===== config.mk =====
export PLATFORM = sky130hd
export DESIGN_NAME = ncv_back_flat
export DESIGN_NICKNAME = d
export VERILOG_FILES = /design/src/rtl/core/ncv_pkg.sv /design/src/rtl/core/ncv_if.sv /design/src/rtl/core/ncv_back.sv /design/src/flat_wrapper.sv
export VERILOG_INCLUDE_DIRS = /design/src /design/src/rtl/core
export SDC_FILE = /design/constraint.sdc
export NUM_CORES = 1
export LEC_CHECK = 0
export BUFFER_PORTS_ARGS = -buffer_cell sky130_fd_sc_hd__buf_2
export CAP_MARGIN = 20
export CORE_ASPECT_RATIO = 1.2
export CORE_UTILIZATION = 25
export DETAILED_ROUTE_END_ITERATION = 12
export SYNTH_ARGS = -nofsm -noshare
export SYNTH_HDL_FRONTEND = slang
export SYNTH_SLANG_ARGS = --single-unit
export TNS_END_PERCENT = 30

===== constraint.sdc =====
create_clock -name clk -period 6.2 [get_ports clk]
set_input_delay 0.62 -clock clk [delete_from_list [all_inputs] [get_ports clk]]
set_output_delay 0.62 -clock clk [all_outputs]
set_load 0.01 [all_outputs]

===== src/rtl/core/nine_cell_view_change_assert.svh =====
`ifndef NINE_CELL_VIEW_CHANGE_ASSERT_SVH
`define NINE_CELL_VIEW_CHANGE_ASSERT_SVH

// Condition holds at every clock edge outside reset
`define NCV_ASSERT_ALWAYS(label, clk, rst, cond) \
  label: assert property (@(posedge clk) disable iff (rst) (cond)) \
    else $error("ncv invariant violated");

// Antecedent implies consequent in the same cycle
`define NCV_ASSERT_IMPL(label, clk, rst, ante, cons) \
  label: assert property (@(posedge clk) disable iff (rst) (ante) |-> (cons)) \
    else $error("ncv implication violated");

`endif


===== src/rtl/core/ncv_pkg.sv =====
package ncv_pkg;

  // Field widths
  localparam int COORD_W    = 16;
  localparam int SIZE_W     = 16;
  localparam int GRID_W     = 11;
  localparam int CELL_W     = 10;
  localparam int ID_W       = 20;
  localparam int OP_W       = 2;
  localparam int CAT_W      = 2;
  localparam int CFG_IDX_W  = 2;
  localparam int CFG_DATA_W = 16;

  // Grid geometry
  localparam int ROW_STRIDE = 1024;
  localparam int MAX_GRID   = 1024;
  localparam int NB_COUNT   = 9;
  localparam int NB_IDX_W   = 4;
  localparam int GROUPS     = 3;
  localparam int GROUP_W    = 2;
  localparam int MASK_W     = GROUPS * NB_COUNT;
  localparam int BASE_W     = 11;

  // Queue between front and back
  localparam int QUEUE_DEPTH = 4;
  localparam int QPTR_W      = 2;
  localparam int QCNT_W      = 3;

  // Request operations
  localparam logic [OP_W-1:0] OP_ENTER = 2'd0;
  localparam logic [OP_W-1:0] OP_LEAVE = 2'd1;
  localparam logic [OP_W-1:0] OP_MOVE  = 2'd2;

  // Cell categories
  localparam logic [CAT_W-1:0] CAT_ENTER = 2'd0;
  localparam logic [CAT_W-1:0] CAT_LEAVE = 2'd1;
  localparam logic [CAT_W-1:0] CAT_STAY  = 2'd2;

  // Register indexes
  localparam logic [CFG_IDX_W-1:0] REG_CELL_WIDTH   = 2'd0;
  localparam logic [CFG_IDX_W-1:0] REG_CELL_HEIGHT  = 2'd1;
  localparam logic [CFG_IDX_W-1:0] REG_GRID_COLUMNS = 2'd2;
  localparam logic [CFG_IDX_W-1:0] REG_GRID_ROWS    = 2'd3;

  // Register reset values
  localparam logic [SIZE_W-1:0] RST_CELL_WIDTH   = 16'd16;
  localparam logic [SIZE_W-1:0] RST_CELL_HEIGHT  = 16'd16;
  localparam logic [GRID_W-1:0] RST_GRID_COLUMNS = 11'd64;
  localparam logic [GRID_W-1:0] RST_GRID_ROWS    = 11'd64;

  // Neighbor order, offsets stored as offset+1 (0 is -1, 1 is 0, 2 is +1)
  localparam logic [1:0] NB_DC [NB_COUNT] = '{2'd1, 2'd1, 2'd1, 2'd0, 2'd0, 2'd0,
                                              2'd2, 2'd2, 2'd2};
  localparam logic [1:0] NB_DR [NB_COUNT] = '{2'd1, 2'd0, 2'd2, 2'd0, 2'd1, 2'd2,
                                              2'd0, 2'd1, 2'd2};

  typedef struct packed {
    logic [SIZE_W-1:0] cell_width;
    logic [SIZE_W-1:0] cell_height;
    logic [GRID_W-1:0] grid_columns;
    logic [GRID_W-1:0] grid_rows;
  } ncv_cfg_t;

  // One classified request: mask bit g*9+i is neighbor i of group g.
  // Group 0 is around the from cell with category first_cat, group 1 is
  // newly in view around the to cell, group 2 is still in view.
  typedef struct packed {
    logic [CAT_W-1:0]  first_cat;
    logic [BASE_W-1:0] f_col;
    logic [BASE_W-1:0] f_row;
    logic [BASE_W-1:0] t_col;
    logic [BASE_W-1:0] t_row;
    logic [MASK_W-1:0] mask;
  } ncv_entry_t;

endpackage


===== src/rtl/core/ncv_if.sv =====


interface ncv_cell_if;
  import ncv_pkg::*;
  logic              valid;
  logic              ready;
  logic [CAT_W-1:0]  category;
  logic [CELL_W-1:0] cell_col;
  logic [CELL_W-1:0] cell_row;
  logic [ID_W-1:0]   cell_id;
  logic              last;

  modport source(output valid, category, cell_col, cell_row, cell_id, last, input ready);
  modport sink(input valid, category, cell_col, cell_row, cell_id, last, output ready);
endinterface


===== src/rtl/core/ncv_back.sv =====
`include "nine_cell_view_change_assert.svh"

module ncv_back (
  input  logic                clk,
  input  logic                rst,
  input  logic                pop_valid,
  output logic                pop_ready,
  input  ncv_pkg::ncv_entry_t pop_data,
  ncv_cell_if.source          view
);
  import ncv_pkg::*;

  localparam logic [GROUP_W-1:0] GRP_FIRST = 2'd0;
  localparam logic [GROUP_W-1:0] GRP_ENTER = 2'd1;
  localparam logic [GROUP_W-1:0] GRP_STAY  = 2'd2;

  ncv_entry_t           work;
  logic                 work_valid;
  logic                 out_valid;
  logic [CAT_W-1:0]     out_cat;
  logic [CELL_W-1:0]    out_col;
  logic [CELL_W-1:0]    out_row;
  logic [ID_W-1:0]      out_id;
  logic                 out_last;

  logic                 adv_out;
  logic                 emit;
  logic [GROUP_W-1:0]   sel_g;
  logic [NB_IDX_W-1:0]  sel_i;
  logic [MASK_W-1:0]    pick;
  logic [MASK_W-1:0]    rest;
  logic [BASE_W-1:0]    base_c;
  logic [BASE_W-1:0]    base_r;
  logic [BASE_W-1:0]    col_sum;
  logic [BASE_W-1:0]    row_sum;
  logic [CAT_W-1:0]     cat_sel;
  logic [31:0]          id_full;

  assign adv_out   = !out_valid || view.ready;
  assign emit      = work_valid && adv_out;
  assign pop_ready = !work_valid || (adv_out && (rest == '0));

  // Lowest pending cell of the current request
  always_comb begin
    sel_g = '0;
    sel_i = '0;
    pick  = '0;
    for (int g = GROUPS - 1; g >= 0; g--) begin
      for (int i = NB_COUNT - 1; i >= 0; i--) begin
        if (work.mask[g*NB_COUNT + i]) begin
          sel_g                = GROUP_W'(g);
          sel_i                = NB_IDX_W'(i);
          pick                 = '0;
          pick[g*NB_COUNT + i] = 1'b1;
        end
      end
    end
  end

  assign rest = work.mask & ~pick;

  // Cell position and category
  always_comb begin
    base_c = (sel_g == GRP_ENTER) ? work.t_col : work.f_col;
    base_r = (sel_g == GRP_ENTER) ? work.t_row : work.f_row;
    col_sum = base_c + BASE_W'(NB_DC[sel_i]) - BASE_W'(1);
    row_sum = base_r + BASE_W'(NB_DR[sel_i]) - BASE_W'(1);
    unique case (sel_g)
      GRP_FIRST: cat_sel = work.first_cat;
      GRP_ENTER: cat_sel = CAT_ENTER;
      GRP_STAY:  cat_sel = CAT_STAY;
      default:   cat_sel = CAT_STAY;
    endcase
  end

  assign id_full = 32'(col_sum[CELL_W-1:0]) * 32'(ROW_STRIDE) + 32'(row_sum[CELL_W-1:0]);

  // Current request
  always_ff @(posedge clk) begin
    if (rst) begin
      work_valid <= 1'b0;
    end else if (pop_ready) begin
      work_valid <= pop_valid;
    end
  end

  always_ff @(posedge clk) begin
    if (pop_ready) begin
      work <= pop_data;
    end else if (emit) begin
      work.mask <= rest;
    end
  end

  // Output register
  always_ff @(posedge clk) begin
    if (rst) begin
      out_valid <= 1'b0;
    end else if (emit) begin
      out_valid <= 1'b1;
    end else if (view.ready) begin
      out_valid <= 1'b0;
    end
  end

  always_ff @(posedge clk) begin
    if (emit) begin
      out_cat  <= cat_sel;
      out_col  <= col_sum[CELL_W-1:0];
      out_row  <= row_sum[CELL_W-1:0];
      out_id   <= id_full[ID_W-1:0];
      out_last <= rest == '0;
    end
  end

  assign view.valid    = out_valid;
  assign view.category = out_cat;
  assign view.cell_col = out_col;
  assign view.cell_row = out_row;
  assign view.cell_id  = out_id;
  assign view.last     = out_last;

  `NCV_ASSERT_IMPL(a_back_work_nonempty, clk, rst, work_valid, work.mask != '0)
  `NCV_ASSERT_IMPL(a_back_more_pending, clk, rst, view.valid && view.ready && !view.last, work_valid)

endmodule


===== src/flat_wrapper.sv =====
// flat-port wrapper written by rule: the top's interface ports become plain ports
module ncv_back_flat import ncv_pkg::*;
  (clk, rst, pop_valid, pop_ready, pop_data, view_valid, view_category, view_cell_col, view_cell_row, view_cell_id, view_last, view_ready);
  ncv_cell_if view_i ();
  input  logic clk;
  input  logic rst;
  input  logic pop_valid;
  output logic pop_ready;
  input  ncv_pkg::ncv_entry_t pop_data;
  output wire logic [$bits(view_i.valid)-1:0] view_valid;
  output wire logic [$bits(view_i.category)-1:0] view_category;
  output wire logic [$bits(view_i.cell_col)-1:0] view_cell_col;
  output wire logic [$bits(view_i.cell_row)-1:0] view_cell_row;
  output wire logic [$bits(view_i.cell_id)-1:0] view_cell_id;
  output wire logic [$bits(view_i.last)-1:0] view_last;
  input wire logic [$bits(view_i.ready)-1:0] view_ready;
  assign view_valid = view_i.valid;
  assign view_category = view_i.category;
  assign view_cell_col = view_i.cell_col;
  assign view_cell_row = view_i.cell_row;
  assign view_cell_id = view_i.cell_id;
  assign view_last = view_i.last;
  assign view_i.ready = view_ready;
  ncv_back u_core (.clk(clk), .rst(rst), .pop_valid(pop_valid), .pop_ready(pop_ready), .pop_data(pop_data), .view(view_i));
endmodule

======== Word-level counts from Yosys, hierarchy flattened ========
Memories as Yosys holds them, arrays and structs flattened.
Cells that the tools add are included.
storage, ports and cells
  register bits after elaboration ......... 114
  bits in read-only memories .............. 64
  memories kept ........................... 2
  bits of input ports ..................... 77
  word-level logic and storage cells ...... 127
  output and inout port bits .............. 45
operators by class
  reduce and logical (&&, ||, !) cells .... 10
  $add $sub $neg .......................... 5
  eq/ne operators ......................... 1
  $lt $le $gt $ge ......................... 1
  multiplexer cells ....................... 92
  bitwise operators ....................... 3
memory list
  memory           words  width  rd ports  clocked after Yosys merged registers in  wr ports  RTL line        text
  (no name shown)  16     2      1         0                                        0         ncv_back.sv:67  row_sum = base_r + BASE_W'(NB_DR[sel_i]) - BASE_W'(1);
  (no name shown)  16     2      1         0                                        0         ncv_back.sv:66  col_sum = base_c + BASE_W'(NB_DC[sel_i]) - BASE_W'(1);
operators with widths
  kind                                                       count
  2-to-1 mux 27 bit                                          29
  2-to-1 mux 4 bit                                           27
  2-to-1 mux 2 bit                                           31
  bitwise AND 27 bit                                         1
  zero test 27 bit                                           1
  inverter 27 bit                                            1
  adder 10 x 2 -> 10 bit                                     2
  adder 20 x 10 -> 20 bit                                    1
  2-to-1 mux 10 bit                                          2
  subtractor 10 x 1 -> 10 bit (second input constant)        2
  greater-or-equal comparator 5 bit (second input constant)  1
  inverter 4 -> 5 bit                                        1
  case mux 2 bit (2 select lines)                            1
  nonzero test 2 bit                                         2
  equality test 2 x 1 -> 1 bit (second input constant)       1
  logical AND 1 bit                                          2
  zero test 1 bit                                            2
  zero test 2 bit                                            1
  logical OR 1 bit                                           2
  2-to-1 mux 1 bit                                           2

======== Logic depth before layout (Yosys ltp) ========
  word-level depth ........................ 34
  depth in mapped cells ................... 22
  mapped depth without buffers ............ 22

======== Worst setup path before layout ========
No wires, ideal clock.
  kind .................................... flip-flop to flip-flop
  start point ............................. register u_core.work[2] (netlist bit)
  end point ............................... register u_core.out_id[9] (netlist: u_core.view.cell_id[9]) (data pin)
  cell stages (with the launch flop) ...... 21
  setup slack ............................. 1.492 ns
  library setup time ...................... 0.261 ns
  path buffers ............................ 4
  data arrival time ....................... 4.447 ns
  path through ............................ edfxtp_1 -> or4_1 -> buf_2 -> or3_1 -> clkbuf_1 -> a21oi_1 -> clkbuf_1 -> buf_2 -> mux2i_1 -> ha_1 -> inv_1 -> ha_1 -> inv_1 -> fa_1 -> inv_1 -> a21oi_1 -> o21bai_1 -> a21o_1 -> a21oi_1 -> o21ai_0 -> xnor2_1
on the way
  longest elaborated chain between the ends .. 10
  elaborated cells on any way between the ends .. 15
  those cells by class .................... add/sub: 3; eq/ne: 1; mux: 9; bitwise: 1; memory: 1
ends and longest elaborated chain
  what                                                 RTL line         text
  from (decl)                                          ncv_back.sv:17   ncv_entry_t work;
  from (signal assigned)                               ncv_back.sv:89   work <= pop_data;
  2-to-1 mux 4 bit (3 in a row)                        ncv_back.sv:50   if (work.mask[g*NB_COUNT + i]) begin
  inverter 4 -> 5 bit (not written as such)            ncv_back.sv:67
  memory (16 x 2 bit)                                  -
  2-to-1 mux 2 bit (not written as such) (2 in a row)  ncv_back.sv:67
  adder 10 x 2 -> 10 bit *                             ncv_back.sv:67
  subtractor 10 x 1 -> 10 bit *                        ncv_back.sv:67
  adder 20 x 10 -> 20 bit *                            ncv_back.sv:76   assign id_full = 32'(col_sum[CELL_W-1:0]) * 32'(ROW_STRIDE) + 32'(row_sum[CELL_W-1:0]);
  named net u_core.id_full[9]                          ncv_back.sv:37   logic [31:0] id_full;
  to (signal assigned)                                 ncv_back.sv:111  out_id <= id_full[ID_W-1:0];
  to (decl)                                            ncv_back.sv:23   logic [ID_W-1:0] out_id;
Mark *: on every way through the listed nets, which the timed path passes. The rest lies on a longest branch. The select of a mux whose other input is x is not followed.
A chain may end at the register's enable or synchronous reset.

======== Worst setup path in the final report ========
  start point ............................. register u_core.work[2] (netlist bit)
  end point ............................... output pop_ready
on the way
  longest elaborated chain between the ends .. 8
ends and longest elaborated chain
  what                            RTL line           text
  2-to-1 mux 27 bit (3 in a row)  ncv_back.sv:50
  inverter 27 bit                 ncv_back.sv:60     assign rest = work.mask & ~pick;
  bitwise AND 27 bit *            ncv_back.sv:60
  zero test 27 bit *              ncv_back.sv:41     assign pop_ready = !work_valid || (adv_out && (rest == '0));
  logical AND 1 bit *             ncv_back.sv:41
  logical OR 1 bit *              ncv_back.sv:41
  to (decl)                       flat_wrapper.sv:8  output logic pop_ready;
Mark *: on every way between the ends. The rest lies on a longest branch, timed or not.

==> flow_summary.toml <==
[clock_tree]
cts_buffers = 9
cts_tree = "done"
cts_max_path_buffers = 2
path_clk_slew_ps = 70
clk_latency_ps = 350
cts_root_buf = "clkbuf_16"
postCtsSetupBuffers = 0
holdBufCountCts = 0
h-tree-depth = 3
postCtsResizedCells = 0
clkSinkCount = 94

[finish]
multiInputGateArea_um2 = 1970
drive_above_1_share_pct = 29.9
fin_util_pct = 30.7
fillers = 2111
syn2layout_area_growth_pct = 20.5
diodes = 0
seqCellArea_um2 = 2800
final_nets = 633

[route]
vias = 3450
dr.pass1.iters = 5
drt_iter0_drc = 182
routedWlPerCell_um = 14.4
wirelength_mm = 11.5
antenna_left = 0
viasPerCell = 4.31
drc_errors = 0

[placed_design]
gp_congestion = 0.780
pre_cts_ws_ps = 1480
io_buffers = 117
dp_hpwl_mm = 8.65

[sta]
rsz0062_at_grt = "false"
setup-tns-final_ps = 0
finClkSkew_ps = 10.1
finalHoldViolations = 0
finalMaxSlewViolations = 0
tightest_slew_ps = 971
setup_slack_ps = 1470
period_needed_ps = 4730
maxSlewHeadroom_pct = 34.7
period_share_pct = 76.3
max_freq_ghz = 0.212
finalSetupViolations = 0

[worst_hold_path]
hold_path_startpoint = "rst"
hold_depth = 2
worstHoldEndpoint = "u_core.work_valid"
hold_path_class = "input pin to register"

[yosys]
synth_top_area_share_pct = 53.6
synth_area_um2 = 5160
ys_warn_count = 0
ys_seq_area_share_pct = 54.4
netlist_instances = 432
synth_async_sr_flop_share_pct = 0
synthDistinctLibCells = 54
synth_seq_cells = 94
synth_edf_count = 92
syn_nets = 535
synth_largest_area_cell = "edfxtp_1"
ys.flop_type = "edfxtp_1"
synth_area_leaders = "edfxtp_1, ha_1, mux2i_1"
syn_avg_cell_area_um2 = 11.9

[floorplan]
core_area_um2 = 20300
rows = 57
initial_core_util_pct = 25.5
die-area_um2 = 21200
ios = 122
die_x_um = 133
chipHeight_um = 159

[setup_path]
ff2ff_setup_slack_ps = 1480
cp-start-kind = "register"
critPathMaxFanout = 21
worstPathArrival_ps = 4110
worstReg2RegStart = "u_core.work[24]"
r2r_cells = 22
crit_required_ps = 5580
endpoint_kind = "primary output"
crit_type = "register to primary output"
rr_endpoint = "u_core.view.cell_id[9]"

[power_and_ir_drop]
peakVddDrop_uv = 112
p_leak_uw = 0.00257
powerDensity_nw_per_um2 = 278

[global_routing]
grt.total_usage_pct = 11.3
grt_pass1_wl_mm = 18.1
grt_pass1_vias = 3389
grt-ovfl-total = 0
antenna_found_initial = 0
grt_max_degree = 35

[outcome]
status = "complete, no violations"

[run]
max_cap_viol_count = 0
[power by group]
group | total [uW] | switching [uW] | internal, uW
logic | 311 | 165 | 145
registers | 838 | 54.4 | 784
clock network | 579 | 260 | 319
[cell type report]
type	count	share of cell area (%)
Timing Repair Buffer	122	10.0
Multi-Input combinational cell	255	31.7
Tap cell	265	5.34
Clock buffer	9	3.63
Inverter	48	2.90
Sequential cell	94	45.1
Clock inverter	7	1.29
[placed cells by master, fill, tap and decap left out, types with 5 or more instances in the layout]
cell / Yosys / final
edfxtp_1: 92 / 92
nor3_1: 6 / 6
buf_2: 4 / 117
mux2_4: 5 / 5
a21o_1: 5 / 5
inv_1: 47 / 47
xnor2_1: 10 / 10
nor2_1: 31 / 30
xor2_1: 6 / 6
or3_1: 5 / 5
a21oi_1: 24 / 23
ha_1: 24 / 24
mux2_2: 7 / 7
o21ai_0: 18 / 18
mux2i_1: 29 / 29
nand2_1: 17 / 17
buf_4: 20 / 5
o21bai_1: 5 / 5
clkbuf_16: 0 / 9
[cell usage after synthesis, drive strengths merged (6+ instances only)]
cell    count
mux2       12
inv        47
nor2       31
xor2        6
mux2i      29
o21ai      18
nand2      17
a21oi      24
buf        26
ha         24
xnor2      10
clkbuf      9
nor3        6
edfxtp     92
[cell families after synthesis]
logic type | Yosys count | synth area share, %
compound gates | 81 | 10.7
xor+xnor | 16 | 2.72
fa+ha+maj | 29 | 7.18
buf+inv | 83 | 7.89
flops | 94 | 54.4
mux | 41 | 8.61
simple gates | 88 | 8.57
[state kept, by name (all words and copies together) (netlist names)]
signal                cells
u_core.work              69
u_core.view.cell_id      20
u_core.view.category      2
u_core.view.last          1
u_core.view.valid         1
u_core.work_valid         1
[per-layer routing]
metal	part of all wire, %	vias to the layer above	track usage [%]
li1	-	1749	-
met1	44	1619	13.7
met2	50	73	19.3
met3	4.0	9	2.32
met4	1.6	0	4.65
met5	0	-	0
[critical path, stage by stage (launching register included)]
cell      delay, ps
edfxtp_1        500
or4_1           670
nor4_1          870
a21boi_0        270
o21ai_0         190
nor4b_2         290
a41oi_2         150
buf_4           270
inv_2           320
buf_2           220
[how the worst max path moves through the flow]
stage	end	depth (start not counted)	start
after floorplan	u_core.view.cell_id[9]	20	u_core.work[2]
after global placement	u_core.view.cell_id[9]	22	u_core.work[24]
after detailed placement	u_core.view.cell_id[9]	22	u_core.work[24]
after CTS	pop_ready	9	u_core.work[2]
after global routing	pop_ready	9	u_core.work[2]
final	pop_ready	9	u_core.work[2]
[metrics by stage]
stage | total power (uW) | instances | area, um2 | hold slack [ps]
after global routing | 1810 | 800 | 6210 | 419
after detailed placement | 1170 | 784 | 5910 | 544
after floorplan | 1070 | 432 | 5160 | 509
after global placement | 1160 | 784 | 5910 | 541
final | 1730 | 800 | 6210 | 426
after CTS | 1750 | 800 | 6210 | 411
Power figures use the tool's default switching activity.
