$ cat src/rtl/core/nine_cell_view_change_assert.svh
`ifndef NINE_CELL_VIEW_CHANGE_ASSERT_SVH
`define NINE_CELL_VIEW_CHANGE_ASSERT_SVH

// Condition holds at every clock edge outside reset
`define NCV_ASSERT_ALWAYS(label, clk, rst, cond) \
  label: assert property (@(posedge clk) disable iff (rst) (cond)) \
    else $error("ncv invariant violated");

// Antecedent implies consequent in the same cycle
`define NCV_ASSERT_IMPL(label, clk, rst, ante, cons) \
  label: assert property (@(posedge clk) disable iff (rst) (ante) |-> (cons)) \
    else $error("ncv implication violated");

`endif

$ cat src/rtl/core/ncv_pkg.sv
package ncv_pkg;

  // Field widths
  localparam int COORD_W    = 16;
  localparam int SIZE_W     = 16;
  localparam int GRID_W     = 11;
  localparam int CELL_W     = 10;
  localparam int ID_W       = 20;
  localparam int OP_W       = 2;
  localparam int CAT_W      = 2;
  localparam int CFG_IDX_W  = 2;
  localparam int CFG_DATA_W = 16;

  // Grid geometry
  localparam int ROW_STRIDE = 1024;
  localparam int MAX_GRID   = 1024;
  localparam int NB_COUNT   = 9;
  localparam int NB_IDX_W   = 4;
  localparam int GROUPS     = 3;
  localparam int GROUP_W    = 2;
  localparam int MASK_W     = GROUPS * NB_COUNT;
  localparam int BASE_W     = 11;

  // Queue between front and back
  localparam int QUEUE_DEPTH = 4;
  localparam int QPTR_W      = 2;
  localparam int QCNT_W      = 3;

  // Request operations
  localparam logic [OP_W-1:0] OP_ENTER = 2'd0;
  localparam logic [OP_W-1:0] OP_LEAVE = 2'd1;
  localparam logic [OP_W-1:0] OP_MOVE  = 2'd2;

  // Cell categories
  localparam logic [CAT_W-1:0] CAT_ENTER = 2'd0;
  localparam logic [CAT_W-1:0] CAT_LEAVE = 2'd1;
  localparam logic [CAT_W-1:0] CAT_STAY  = 2'd2;

  // Register indexes
  localparam logic [CFG_IDX_W-1:0] REG_CELL_WIDTH   = 2'd0;
  localparam logic [CFG_IDX_W-1:0] REG_CELL_HEIGHT  = 2'd1;
  localparam logic [CFG_IDX_W-1:0] REG_GRID_COLUMNS = 2'd2;
  localparam logic [CFG_IDX_W-1:0] REG_GRID_ROWS    = 2'd3;

  // Register reset values
  localparam logic [SIZE_W-1:0] RST_CELL_WIDTH   = 16'd16;
  localparam logic [SIZE_W-1:0] RST_CELL_HEIGHT  = 16'd16;
  localparam logic [GRID_W-1:0] RST_GRID_COLUMNS = 11'd64;
  localparam logic [GRID_W-1:0] RST_GRID_ROWS    = 11'd64;

  // Neighbor order, offsets stored as offset+1 (0 is -1, 1 is 0, 2 is +1)
  localparam logic [1:0] NB_DC [NB_COUNT] = '{2'd1, 2'd1, 2'd1, 2'd0, 2'd0, 2'd0,
                                              2'd2, 2'd2, 2'd2};
  localparam logic [1:0] NB_DR [NB_COUNT] = '{2'd1, 2'd0, 2'd2, 2'd0, 2'd1, 2'd2,
                                              2'd0, 2'd1, 2'd2};

  typedef struct packed {
    logic [SIZE_W-1:0] cell_width;
    logic [SIZE_W-1:0] cell_height;
    logic [GRID_W-1:0] grid_columns;
    logic [GRID_W-1:0] grid_rows;
  } ncv_cfg_t;

  // One classified request: mask bit g*9+i is neighbor i of group g.
  // Group 0 is around the from cell with category first_cat, group 1 is
  // newly in view around the to cell, group 2 is still in view.
  typedef struct packed {
    logic [CAT_W-1:0]  first_cat;
    logic [BASE_W-1:0] f_col;
    logic [BASE_W-1:0] f_row;
    logic [BASE_W-1:0] t_col;
    logic [BASE_W-1:0] t_row;
    logic [MASK_W-1:0] mask;
  } ncv_entry_t;

endpackage

$ cat src/rtl/core/ncv_queue.sv
`include "nine_cell_view_change_assert.svh"

module ncv_queue (
  input  logic                clk,
  input  logic                rst,
  input  logic                push_valid,
  output logic                push_ready,
  input  ncv_pkg::ncv_entry_t push_data,
  output logic                pop_valid,
  input  logic                pop_ready,
  output ncv_pkg::ncv_entry_t pop_data
);
  import ncv_pkg::*;

  ncv_entry_t        slots [QUEUE_DEPTH];
  logic [QPTR_W-1:0] wr_ptr;
  logic [QPTR_W-1:0] rd_ptr;
  logic [QCNT_W-1:0] count;
  logic              do_push;
  logic              do_pop;

  assign push_ready = count != QCNT_W'(QUEUE_DEPTH);
  assign pop_valid  = count != '0;
  assign pop_data   = slots[rd_ptr];
  assign do_push    = push_valid && push_ready;
  assign do_pop     = pop_valid && pop_ready;

  // Pointers and fill level
  always_ff @(posedge clk) begin
    if (rst) begin
      wr_ptr <= '0;
      rd_ptr <= '0;
      count  <= '0;
    end else begin
      if (do_push) begin
        wr_ptr <= wr_ptr + QPTR_W'(1);
      end
      if (do_pop) begin
        rd_ptr <= rd_ptr + QPTR_W'(1);
      end
      if (do_push && !do_pop) begin
        count <= count + QCNT_W'(1);
      end else if (do_pop && !do_push) begin
        count <= count - QCNT_W'(1);
      end
    end
  end

  // Storage
  always_ff @(posedge clk) begin
    if (do_push) begin
      slots[wr_ptr] <= push_data;
    end
  end

  `NCV_ASSERT_ALWAYS(a_queue_level, clk, rst, count <= QCNT_W'(QUEUE_DEPTH))

endmodule

$ cat config.mk
export PLATFORM = sky130hd
export DESIGN_NAME = ncv_queue
export DESIGN_NICKNAME = d
export VERILOG_FILES = /design/src/rtl/core/ncv_pkg.sv /design/src/rtl/core/ncv_queue.sv
export VERILOG_INCLUDE_DIRS = /design/src /design/src/rtl/core
export SDC_FILE = /design/constraint.sdc
export NUM_CORES = 1
export LEC_CHECK = 0
export BUFFER_PORTS_ARGS = -buffer_cell sky130_fd_sc_hd__clkbuf_2
export CAP_MARGIN = 5
export CORE_MARGIN = 2
export CORE_UTILIZATION = 50
export DETAILED_ROUTE_END_ITERATION = 10
export PLACE_DENSITY = 0.71
export SLEW_MARGIN = 20
export SYNTH_ARGS = -nofsm -noshare
export SYNTH_HDL_FRONTEND = slang
export SYNTH_SLANG_ARGS = --single-unit
$ cat constraint.sdc
create_clock -name clk -period 4.1 [get_ports clk]
set_clock_uncertainty 0.15 [all_clocks]
set_input_delay 0.205 -clock clk [delete_from_list [all_inputs] [get_ports clk]]
set_output_delay 0.205 -clock clk [all_outputs]
set_load 0.03 [all_outputs]
---- Word-level counts from Yosys, hierarchy flattened ----
Memories as Yosys holds them, arrays and structs flattened. A register that Yosys moved wholly into a read port is not among the register bits.
Cells that the tools add are included.
operators by class
  add/subtract/negate cells ............... 4
  $mul .................................... 0
  order comparisons ....................... 0
  shifts and indexed selects .............. 0
  div/mod/pow operators ................... 0
  eq/ne operators ......................... 1
  muxes and demuxes ....................... 6
  reduce and logical (&&, ||, !) cells .... 8
  bitwise gates (word level) .............. 0
operators by type and width
  kind                 count
  $mux 3               2
  $add 2x1->2 const B  2
  $logic_and 1x1->1    4
  $mux 2               2
  $add 3x1->3 const B  1
  $ne 3x3->1 const B   1
  $reduce_bool 3->1    1
  $sub 3x1->3 const B  1
  $logic_not 1->1      2
  $mux 1               2
  $reduce_bool 2->1    1
word-level totals
  register bits ........................... 7
  memories ................................ 1
  bits in latches ......................... 0
  word-level logic and storage cells ...... 23
  output and inout bits ................... 75
  bits in read-only memories .............. 0
  input port bits ......................... 77
  RAM bits ................................ 292
memories
  name   words  bits a word  read ports  clocked after memory_dff  write ports  line             text
  slots  4      73           1           1                         1            ncv_queue.sv:15  ncv_entry_t slots [QUEUE_DEPTH];

---- Depth between registers and ports, before layout ----
Gate-level depths: netlist (run 1).
  word-level depth ........................ 6
  depth in mapped cells ................... 8
  depth with buffers taken out ............ 8

---- Worst setup path after synthesis (run 1) ----
OpenSTA, ideal clock, no wires.
  path type ............................... register to register
  start point ............................. register count[0]
  end point ............................... memory slots[0][0] in the netlist's numbering, enable pin
  data arrival time ....................... 2.512 ns
  clock period less this slack ............ 3.101 ns
  setup slack ............................. 0.999 ns
  stages on the path, launching flop included .. 4
  path buffers ............................ 0
  library setup time ...................... 0.439 ns
  cell sequence ........................... dfxtp_1 > nor2_1 > a21boi_2 > and2_1
between the ends
  cells in the longest elaborated chain, start to end .. 4
RTL lines
  item                          line             text
  start: declaration            ncv_queue.sv:18  logic [QCNT_W-1:0] count;
  start signal: assignment      ncv_queue.sv:42  count <= count + QCNT_W'(1);
  start signal: assignment      ncv_queue.sv:44  count <= count - QCNT_W'(1);
  $ne 3x3->1                    ncv_queue.sv:22  assign push_ready = count != QCNT_W'(QUEUE_DEPTH);
  $logic_and 1x1->1             ncv_queue.sv:25  assign do_push = push_valid && push_ready;
  net do_push                   ncv_queue.sv:19  logic do_push;
  $mux 1                        ncv_queue.sv:51  if (do_push) begin
  $mux 1 (implied by the code)  ncv_queue.sv:52  slots[wr_ptr] <= push_data;
  end: declaration              ncv_queue.sv:15
The timed path passes the listed nets, and every way through them passes these cells.

==> results.md, run 1 <==
* Outcome: finished, final reports clean
* Critical Path AT at approximately 2500 ps
* Mapped Cells at around 430
* Final instance area at approximately 14000 um^2
* Die Ht at 153 um
* Synth Net Count at about 510
* Worst-Skew Late Latency at 530 ps
* Final wirelength at ~20000 um
* Vias in the first global route at between 5000 and 6000
* Final setup vio count at 0
* Synth Area in Adders at 0.00746
* Syn avg cell area at about 26 um^2
* HP Start: push_data[67]
* FF+latch count, synth at 301
* Cts bufs inserted at 31
* Vias per cell at between 5 and 6
* Fraction of layout cells with a size suffix above 1 at 0.391
* Routability Congestion at 0.670
* First-pass GRT wire length at 31800 um
* Clock Tree Root: clkbuf_16
* Initial Util at 0.509
* Synth Cell Area at 11100 um^2
* Total Power at 8.82 mW
* Via count at around 5300
* Post-synthesis simple-gate area fraction at 0.00757
* Critical Path RT at 3740 ps
* DRT Pass-1 Iters at 4
* Dpl hpwl at 11000 um
* Synth Warn # at 0
* Yosys cell types at 25
* Cell accounting for the most synthesized area: edfxtp_1
* Startpoint Class: register
* Leak pwr at 4.73 nW
* Worst min-delay path class: input port to register
* Largest family of logic cells by synthesized area: multiplexers
* Hold Crit Depth at 2
* R2R Setup Slk at 1590 ps
* Yosys top cell area share at 0.792
* Max-cap violations at 0
* Die Width at 153 um
* H-tree Lvls at 1
* Core Rows at 54
* Top cells by area, synth: edfxtp_1 (79%), mux4_2 (15%), dfxtp_1 (1.6%), buf_12 (1.3%), ha_1 (0.56%)
* CTS clk-pin slew, worst paths at 60 ps
* Die footprint at 23400 um^2
* RSZ-0062 raised after global routing: no
* Slew margin rel. at 0.549
* Dominant synthesized flop cell: edfxtp_1
* Least-Margin Pin Slew at 676 ps
* Max Root-Sink Buffers at 3
* WHS Endpoint: slots[2][67]
* Critical Path End Type: primary output
* Max Clk Rate at 349 MHz
* EDFF count, synth at 292
* Post-CTS setup repair buffer count at 0
* Worst vdd ir at 416 uV
* I/O pins at 152
* Setup CP Type: register to primary output
* Core area at 21800 um^2
* Min Tclk post-route at 2870 ps
* Initial antenna violation count at 0
* PD cells at about 640 nW/um^2
* CTS Sinks at 301
* WHS at 281 ps
* Reg-to-reg critical path endpoint: count[2]
* CP Max Fanout at 33
* Routed length per instance at 20.5 um
* Largest net degree at the start of global routing at 74
* Mux share of post-synthesis cell area at 0.152
* Gr ovfl total at 0
* Synth Area in XOR/XNOR at 0.00316
* TritonCTS clock tree: built
* # nets final at roughly 760
* Final cell count without fillers at 984
* Post-synthesis sequential area ratio at 0.808
* DRC errors left at 0
* Final setup TNS at 0 ps
* Post-synthesis compound-gate area fraction at 0.00339
* Input/output buffers at between 150 and 200
* RR Startpoint: count[0]
* CTS Hold Bufs at 76
* Placed cell areas at about 12000 um^2
* Cts repair resizes at 0
* Final hold vios at 0
* Max-slew violation count at 0
* Post-synthesis async set-or-reset flop share at 0
* Initial DRC count at 317
* Area grow syn2layout at 24.9%
* GRT Overall Usage at 0.175
* Dpl cells at 846
* Reg2Reg Depth at 8
* Final ANT Viol Nets at 0
* Final Cycle Share at 0.699
==> logic make-up after synthesis <==
logic type	after synthesis
muxes	76
AOI/OAI and AO/OA	5
buffers and inverters	20
and+or+nand+nor	17
adders and majority gates	6
xor gates and xnor gates	4
DFF	301
==> cell usage after synthesis (2+ instances only) <==
cell type  count
dfxtp_1        9
xor2_1         4
ha_1           5
buf_12         7
buf_2          7
or3_1          2
and2_1         4
mux4_2        72
mux2i_1        2
edfxtp_1     292
nand2b_1       2
inv_1          3
nor2_1         8
==> registers in the layout, summed over array words and instances, names as in the netlist, named ones only <==
name and cells:
slots 292, count 3, rd_ptr 2, wr_ptr 2
==> stage by stage <==
step                      setup slack (ps)   util
final                                 1230  0.636
after global routing                  1010  0.636
after floorplan                        999      -
after CTS                             1140  0.631
after detailed placement              1560  0.554
after global placement                1710  0.553
==> metal layers <==
metal | part of all wire | global-route usage | vias up | wire [um]
met5 | 0 | 0 | - | 0
met4 | 0.015 | 0.0397 | 0 | 301
met3 | 0.058 | 0.0346 | 30 | 1170
met2 | 0.49 | 0.287 | 169 | 9840
met1 | 0.44 | 0.247 | 2729 | 8880
li1 | - | - | 2341 | -
==> worst max-delay path by stage <==
| stage | slack (ps) | endpoint | from | cells past startpoint |
|---|---|---|---|---|
| floorplan | 1000 | slots[0][0] | count[0] | 3 |
| global placement | 1710 | slots[1][38] | count[0] | 3 |
| detailed placement | 1560 | slots[0][65] | count[0] | 3 |
| CTS | 1140 | pop_data[1] | register | 3 |
| global route | 1010 | pop_data[1] | register | 3 |
| finish | 1230 | pop_data[51] | register | 3 |
==> cells in the final DEF (no fill, tap or decap), types with 3 or more instances in the layout <==
cell and count:
nor2_1 8, clkinv_1 11, clkbuf_1 9, buf_16 4, clkinv_2 4, clkbuf_16 31
clkbuf_2 151, dlygate4sd3_1 76, dfxtp_1 7, and2_4 4, xor2_1 4, ha_1 5
inv_1 3, edfxtp_1 292, mux4_2 72
==> power by group <==
group          internal [mW]  switching [mW]  leakage, nW
combinational          0.947            1.44         1.54
clock                   1.44            1.06        0.440
sequential              3.74           0.191         2.75
total                   6.13            2.70         4.73
==> layout make-up <==
| type | instances | area (um^2) |
|---|---|---|
| well taps | 280 | 350 |
| diodes | 1 | 2.50 |
| fillers | 1467 | 7930 |
| multi-input cells | 108 | 1930 |
| repair buffers | 234 | 1670 |
| clock inverters | 17 | 98.8 |
| inverters | 3 | 11.3 |
| flip-flops and latches | 301 | 8960 |
| clock buffers | 40 | 810 |
==> critical path, cell delays in order, from the launching register on <==
cell	delay, ps
dfxtp_4	790
buf_4	400
mux4_2	560
clkbuf_2	210
Power figures use the tool's default switching activity.
==> inputs of run 2 (changes only) <==
--- a/config.mk
+++ b/config.mk
@@ -11,7 +11,7 @@
 export CORE_MARGIN = 2
 export CORE_UTILIZATION = 50
 export DETAILED_ROUTE_END_ITERATION = 10
-export PLACE_DENSITY = 0.71
+export PLACE_DENSITY = 0.74
 export SLEW_MARGIN = 20
 export SYNTH_ARGS = -nofsm -noshare
 export SYNTH_HDL_FRONTEND = slang
==> constraint.sdc (replaced) <==
create_clock -name clk -period 2.32 [get_ports clk]
set_clock_uncertainty 0.15 [all_clocks]
set_input_delay 0.116 -clock clk [delete_from_list [all_inputs] [get_ports clk]]
set_output_delay 0.116 -clock clk [all_outputs]
set_load 0.03 [all_outputs]
==> results.md, run 2 (synthesized netlist as in run 1, its figures left out) <==
* Worst min-delay path class: input port to register
* DRC errors left at 0
* Clock Tree Root: clkbuf_16
* Critical path depth in cells at 7
* Outcome: finished, final reports clean
* Area grow syn2layout at 26.1%
* First-pass GRT wire length at 30800 um
* Dpl hpwl at 11500 um
* Most common cell after layout, fill and taps aside: edfxtp_1
* Max Clk Rate at 445 MHz
* Most flops, register: slots
* TritonCTS clock tree: built
* Initial DRC count at between 200 and 250
* Final cell count without fillers at between 900 and 1000
* Die footprint at 23400 um^2
* Routability Congestion at 0.695
* Core Rows at 54
* CP max stage delay at 380 ps
* Internal at about 11 mW
* Max reg flops at 292
* Worst vdd ir at 708 uV
* GRT Overall Usage at 0.168
* Psw at 4.69 mW
* Top flop regs: slots: 292 flops, count: 3 flops
* Final setup vio count at 0
* CP bufs+invs at 1
* Dpl cells at roughly 860
* CTS Sinks at 301
* Setup CP Type: register to register
* Slowest CP cell: fa_1
* Critical path cell sequence: o31ai_2, ha_1, inv_1, fa_1, xor2_1, or3_1, a21oi_1
* CP Max Fanout at 6
* PD cells at 1130 nW/um^2
* RSZ-0062 raised after global routing: yes
* CTS clk-pin slew, worst paths at 60 ps
* Gr ovfl total at 0
* Initial antenna violation count at 0
* Via count at 5283
* Final wirelength at 19800 um
* Final ANT Viol Nets at 0
* Slew margin rel. at 0.724
* Crit path max-delay family: adder cells
* Min Tclk post-route at 2250 ps
* # nets final at 769
* Die Width at 153 um
* Critical Path AT at 2560 ps
* Max-cap violations at 0
* Largest net degree at the start of global routing at 54
* Critical Path End Type: register
* Startpoint Class: register
* Least-Margin Pin Slew at ~410 ps
* Critical Path RT at 2630 ps
* Max-slew violation count at 0
* Input/output buffers at 151
* Sequential share of power at 0.429
* Final Cycle Share at 0.969
* # diodes at 0
* Clock power frac at 0.294
* Most frequent cells in the layout: edfxtp_1 (292), clkbuf_2 (151), dlygate4sd3_1 (76)
* Switching share of power at 0.297
* Vias in the first global route at 5615
* Reg2Reg Depth at 7
* Die Ht at 153 um
* Hold Crit Depth at 2
* Leak pwr at between 4 and 5 nW
* Routed length per instance at 20.0 um
* Cts bufs inserted at 30
* Fraction of layout cells with a size suffix above 1 at 0.411
* Final hold vios at 0
* Comb power frac at 0.277
* Vias per cell at 5.34
* Core area at 21800 um^2
* Max Root-Sink Buffers at 3
* H-tree Lvls at 1
* DRT Pass-1 Iters at 5
* Total Power at 15.8 mW
* I/O pins at 152
* Worst-Skew Late Latency at 530 ps
* Initial Util at 0.509
[run 2: repair_timing]
item / 4_1_cts / 5_1_grt
setup endpoints to repair: 40 / 23
buffers inserted: 0 / 1
hold buffers: 76 / 0
hold endpoints to repair: 301 / 0
resized for setup: 4 / 2
[run 2: final timing paths]
| kind | from | endpoint | slack, ps |
|---|---|---|---|
| worst max register to register | count[1] | count[2] | 70 |
| worst max-delay path | count[1] | count[2] | 70 |
| worst min register to register | wr_ptr[1] | wr_ptr[1] | 370 |
| worst min-delay path | push_data[19] | slots[2][19] | 190 |
[run 2: final cells by class]
class	instances	area (um^2)
sequential	301	8960
fill	1468	7790
multi-input combinational	108	1930
inverter	3	11.3
tap	280	350
timing repair buffer	242	1730
clock inverter	8	97.6
clock buffer	48	880
[run 2: per-stage QoR]
| stage | TNS [ps] | cell area, um^2 | setup WS, ps | util | hold slack, ps |
|---|---|---|---|---|---|
| floorplan | 0 | 11100 | 12.5 | - | 64.9 |
| global placement | 0 | 12200 | 123 | 0.561 | 178 |
| detailed placement | -44.6 | 12200 | -44.6 | 0.561 | 187 |
| CTS | 0 | 13900 | 6.38 | 0.641 | 166 |
| global route | -154 | 14000 | -25.2 | 0.642 | 189 |
| finish | 0 | 14000 | 72.7 | 0.642 | 194 |
[run 2: power by group through the flow]
| stage | Clock [mW] | Sequential (mW) | Combinational [mW] |
|---|---|---|---|
| 2_1_floorplan | 0 | 6.82 | 3.37 |
| 4_1_cts | 4.79 | 6.81 | 4.45 |
| 5_1_grt | 5.00 | 6.84 | 4.67 |
| 3_3_place_gp | 0 | 6.86 | 4.28 |
| 3_5_place_dp | 0 | 6.92 | 4.33 |
| 6_report | 4.65 | 6.79 | 4.39 |
[run 2: layer usage]
layer | routed length (um) | share of wire | track usage
met1 | 8060 | 0.41 | 0.222
met2 | 10200 | 0.52 | 0.292
met3 | 1210 | 0.061 | 0.0357
met4 | 259 | 0.013 | 0.0379
met5 | 0 | 0 | 0
[run 2: worst register-to-register path, delay by kind of cell, from the launching register on]
kind,cells,cell delay (ps)
simple gates,1,310
fa+ha+maj,2,650
flops,1,350
xor+xnor,1,180
compound gates,2,450
buf+inv,1,80
==> inputs of run 3 (changes only) <==
--- a/config.mk
+++ b/config.mk
@@ -8,10 +8,12 @@
 export LEC_CHECK = 0
 export BUFFER_PORTS_ARGS = -buffer_cell sky130_fd_sc_hd__clkbuf_2
 export CAP_MARGIN = 5
+export CELL_PAD_IN_SITES_DETAIL_PLACEMENT = 0
+export CELL_PAD_IN_SITES_GLOBAL_PLACEMENT = 1
 export CORE_MARGIN = 2
-export CORE_UTILIZATION = 50
+export CORE_UTILIZATION = 45
 export DETAILED_ROUTE_END_ITERATION = 10
-export PLACE_DENSITY = 0.74
+export PLACE_DENSITY_LB_ADDON = 0.1
 export SLEW_MARGIN = 20
 export SYNTH_ARGS = -nofsm -noshare
 export SYNTH_HDL_FRONTEND = slang
==> results.md, run 3 (synthesized netlist as in run 1, its figures left out) <==
* I/O pins at around 150
* Dpl hpwl at between 10000 and 15000 um
* Routability Congestion at 0.705
* Input/output buffers at 151
* Critical Path AT at 1980 ps
* Clock Tree Root: clkbuf_16
* Final wirelength at 20100 um
* Top flop regs: slots: 292 flops, count: 3 flops
* Initial Util at 0.457
* Gr ovfl total at 0
* Place WS at 68.6 ps
* Via count at 5225
* Post-CTS setup repair buffer count at 0
* GRT met2 Usage at 0.281
* CTS Sinks at roughly 300
* Vias per cell at ~5.1
* Routed length per instance at 19.4 um
* Outcome: finished, final reports clean
* DRT Pass-1 Iters at 4
* Startpoint Class: register
* Least-Margin Pin Slew at 368 ps
* Core area at 24200 um^2
* Final setup TNS at 0 ps
* Grt met1 use at 0.206
* TritonCTS clock tree: built
* Initial DRC count at between 200 and 250
* First-pass GRT wire length at 31600 um
* Final cell count without fillers at a little over 1000
* Final hold vios at 0
* Final Cycle Share at 0.970
* Final ANT Viol Nets at 0
* Critical Path RT at 2050 ps
* Fraction of layout cells with a size suffix above 1 at 0.413
* Leak pwr at approximately 4.8 nW
* Die Ht at about 160 um
* Critical Path End Type: primary output
* CP Max Fanout at 23
* Most frequent cells in the layout: edfxtp_1 (292), clkbuf_2 (151), dlygate4sd3_1 (77)
* Slew margin rel. at 0.751
* Max Root-Sink Buffers at 3
* Final setup vio count at 0
* DRC errors left at 0
* Filler cells at 1823
* Largest net degree at the start of global routing at 48
* Most flops, register: slots
* Most common cell after layout, fill and taps aside: edfxtp_1
* H-tree Lvls at 1
* Cts bufs inserted at 31
* M3 GR Usage at 0.0287
* Setup CP Type: register to primary output
* # nets final at approximately 770
* Worst-Skew Late Latency at between 500 and 600 ps
* # diodes at 0
* Fin worst setup slack at between 70 and 80 ps
* CTS clk-pin slew, worst paths at 60 ps
* Initial antenna violation count at 0
* Area grow syn2layout at 26.7%
* Dpl cells at 903
* Die footprint at 25900 um^2
* Max reg flops at 292
* Die Width at 161 um
* Worst min-delay path class: input port to register
* Busiest grt layer: met2
* Worst vdd ir at 616 uV
* Vias in the first global route at 5795
* Core Rows at 57
* Max Clk Rate at 445 MHz
* Max-slew violation count at 0
* RSZ-0062 raised after global routing: yes
* PD cells at 1120 nW/um^2
* Min Tclk post-route at around 2200 ps
* Max-cap violations at 0
* GRT Overall Usage at 0.159
-- run 3: cell count changes in the layout (fill, tap and decap cells not counted), moves of 2 or more --
cell	change
dfxtp_2	-2
clkinv_2	+5
clkinv_1	+4
dfxtp_4	+2
buf_6	-2
buf_4	-2
clkbuf_8	-5
buf_12	+6
clkbuf_1	-6
-- run 3: final timing paths --
kind                            slack (ps)           end     startpoint  depth (start not counted)
worst min register to register         370     wr_ptr[1]      wr_ptr[1]                          2
worst max-delay path                    70  pop_data[68]       register                          3
worst max register to register         180      count[2]       count[0]                          8
worst min-delay path                   180  slots[3][15]  push_data[15]                          2
-- run 3: power breakdown --
part / switching, mW / internal, mW
combinational: 2.70 / 1.79
sequential: 0.186 / 6.61
clock: 1.86 / 2.54
total: 4.75 / 10.9
-- run 3: stage by stage --
stage | cell area [um^2] | hold WS (ps) | util | total power [mW]
final | 14000 | 176 | 0.579 | 15.7
after floorplan | 11100 | 64.9 | - | 10.2
after CTS | 14000 | 146 | 0.578 | 15.9
after global placement | 12300 | 178 | 0.509 | 11.3
after detailed placement | 12300 | 187 | 0.509 | 11.4
after global routing | 14000 | 157 | 0.579 | 16.4
-- run 3: layout make-up --
cell class | count | area, um^2 | area share
Clock buffer | 38 | 802 | 0.0571
Clock inverter | 15 | 98.8 | 0.00704
Inverter | 3 | 11.3 | 0.000802
Multi-Input combinational cell | 108 | 1940 | 0.139
Sequential cell | 301 | 8960 | 0.639
Tap cell | 324 | 405 | 0.0289
Timing Repair Buffer | 244 | 1810 | 0.129
-- run 3: worst max-delay path, cell delays in order (launching register included) --
cell and delay (ps):
dfxtp_4 390, buf_12 230, mux4_1 600, clkbuf_2 200
-- run 3: metal layers --
layer	routed length, um	vias up	part of all wire
met1	8340	2706	0.42
met4	331	0	0.016
met3	937	32	0.047
met2	10500	123	0.52
li1	-	2364	-
met5	0	-	0
-- run 3: what timing repair did --
item,4_1_cts,5_1_grt
setup endpoints to repair,0,5
gates resized for setup,0,7
hold endpoints to repair,301,0
hold buffers,77,0
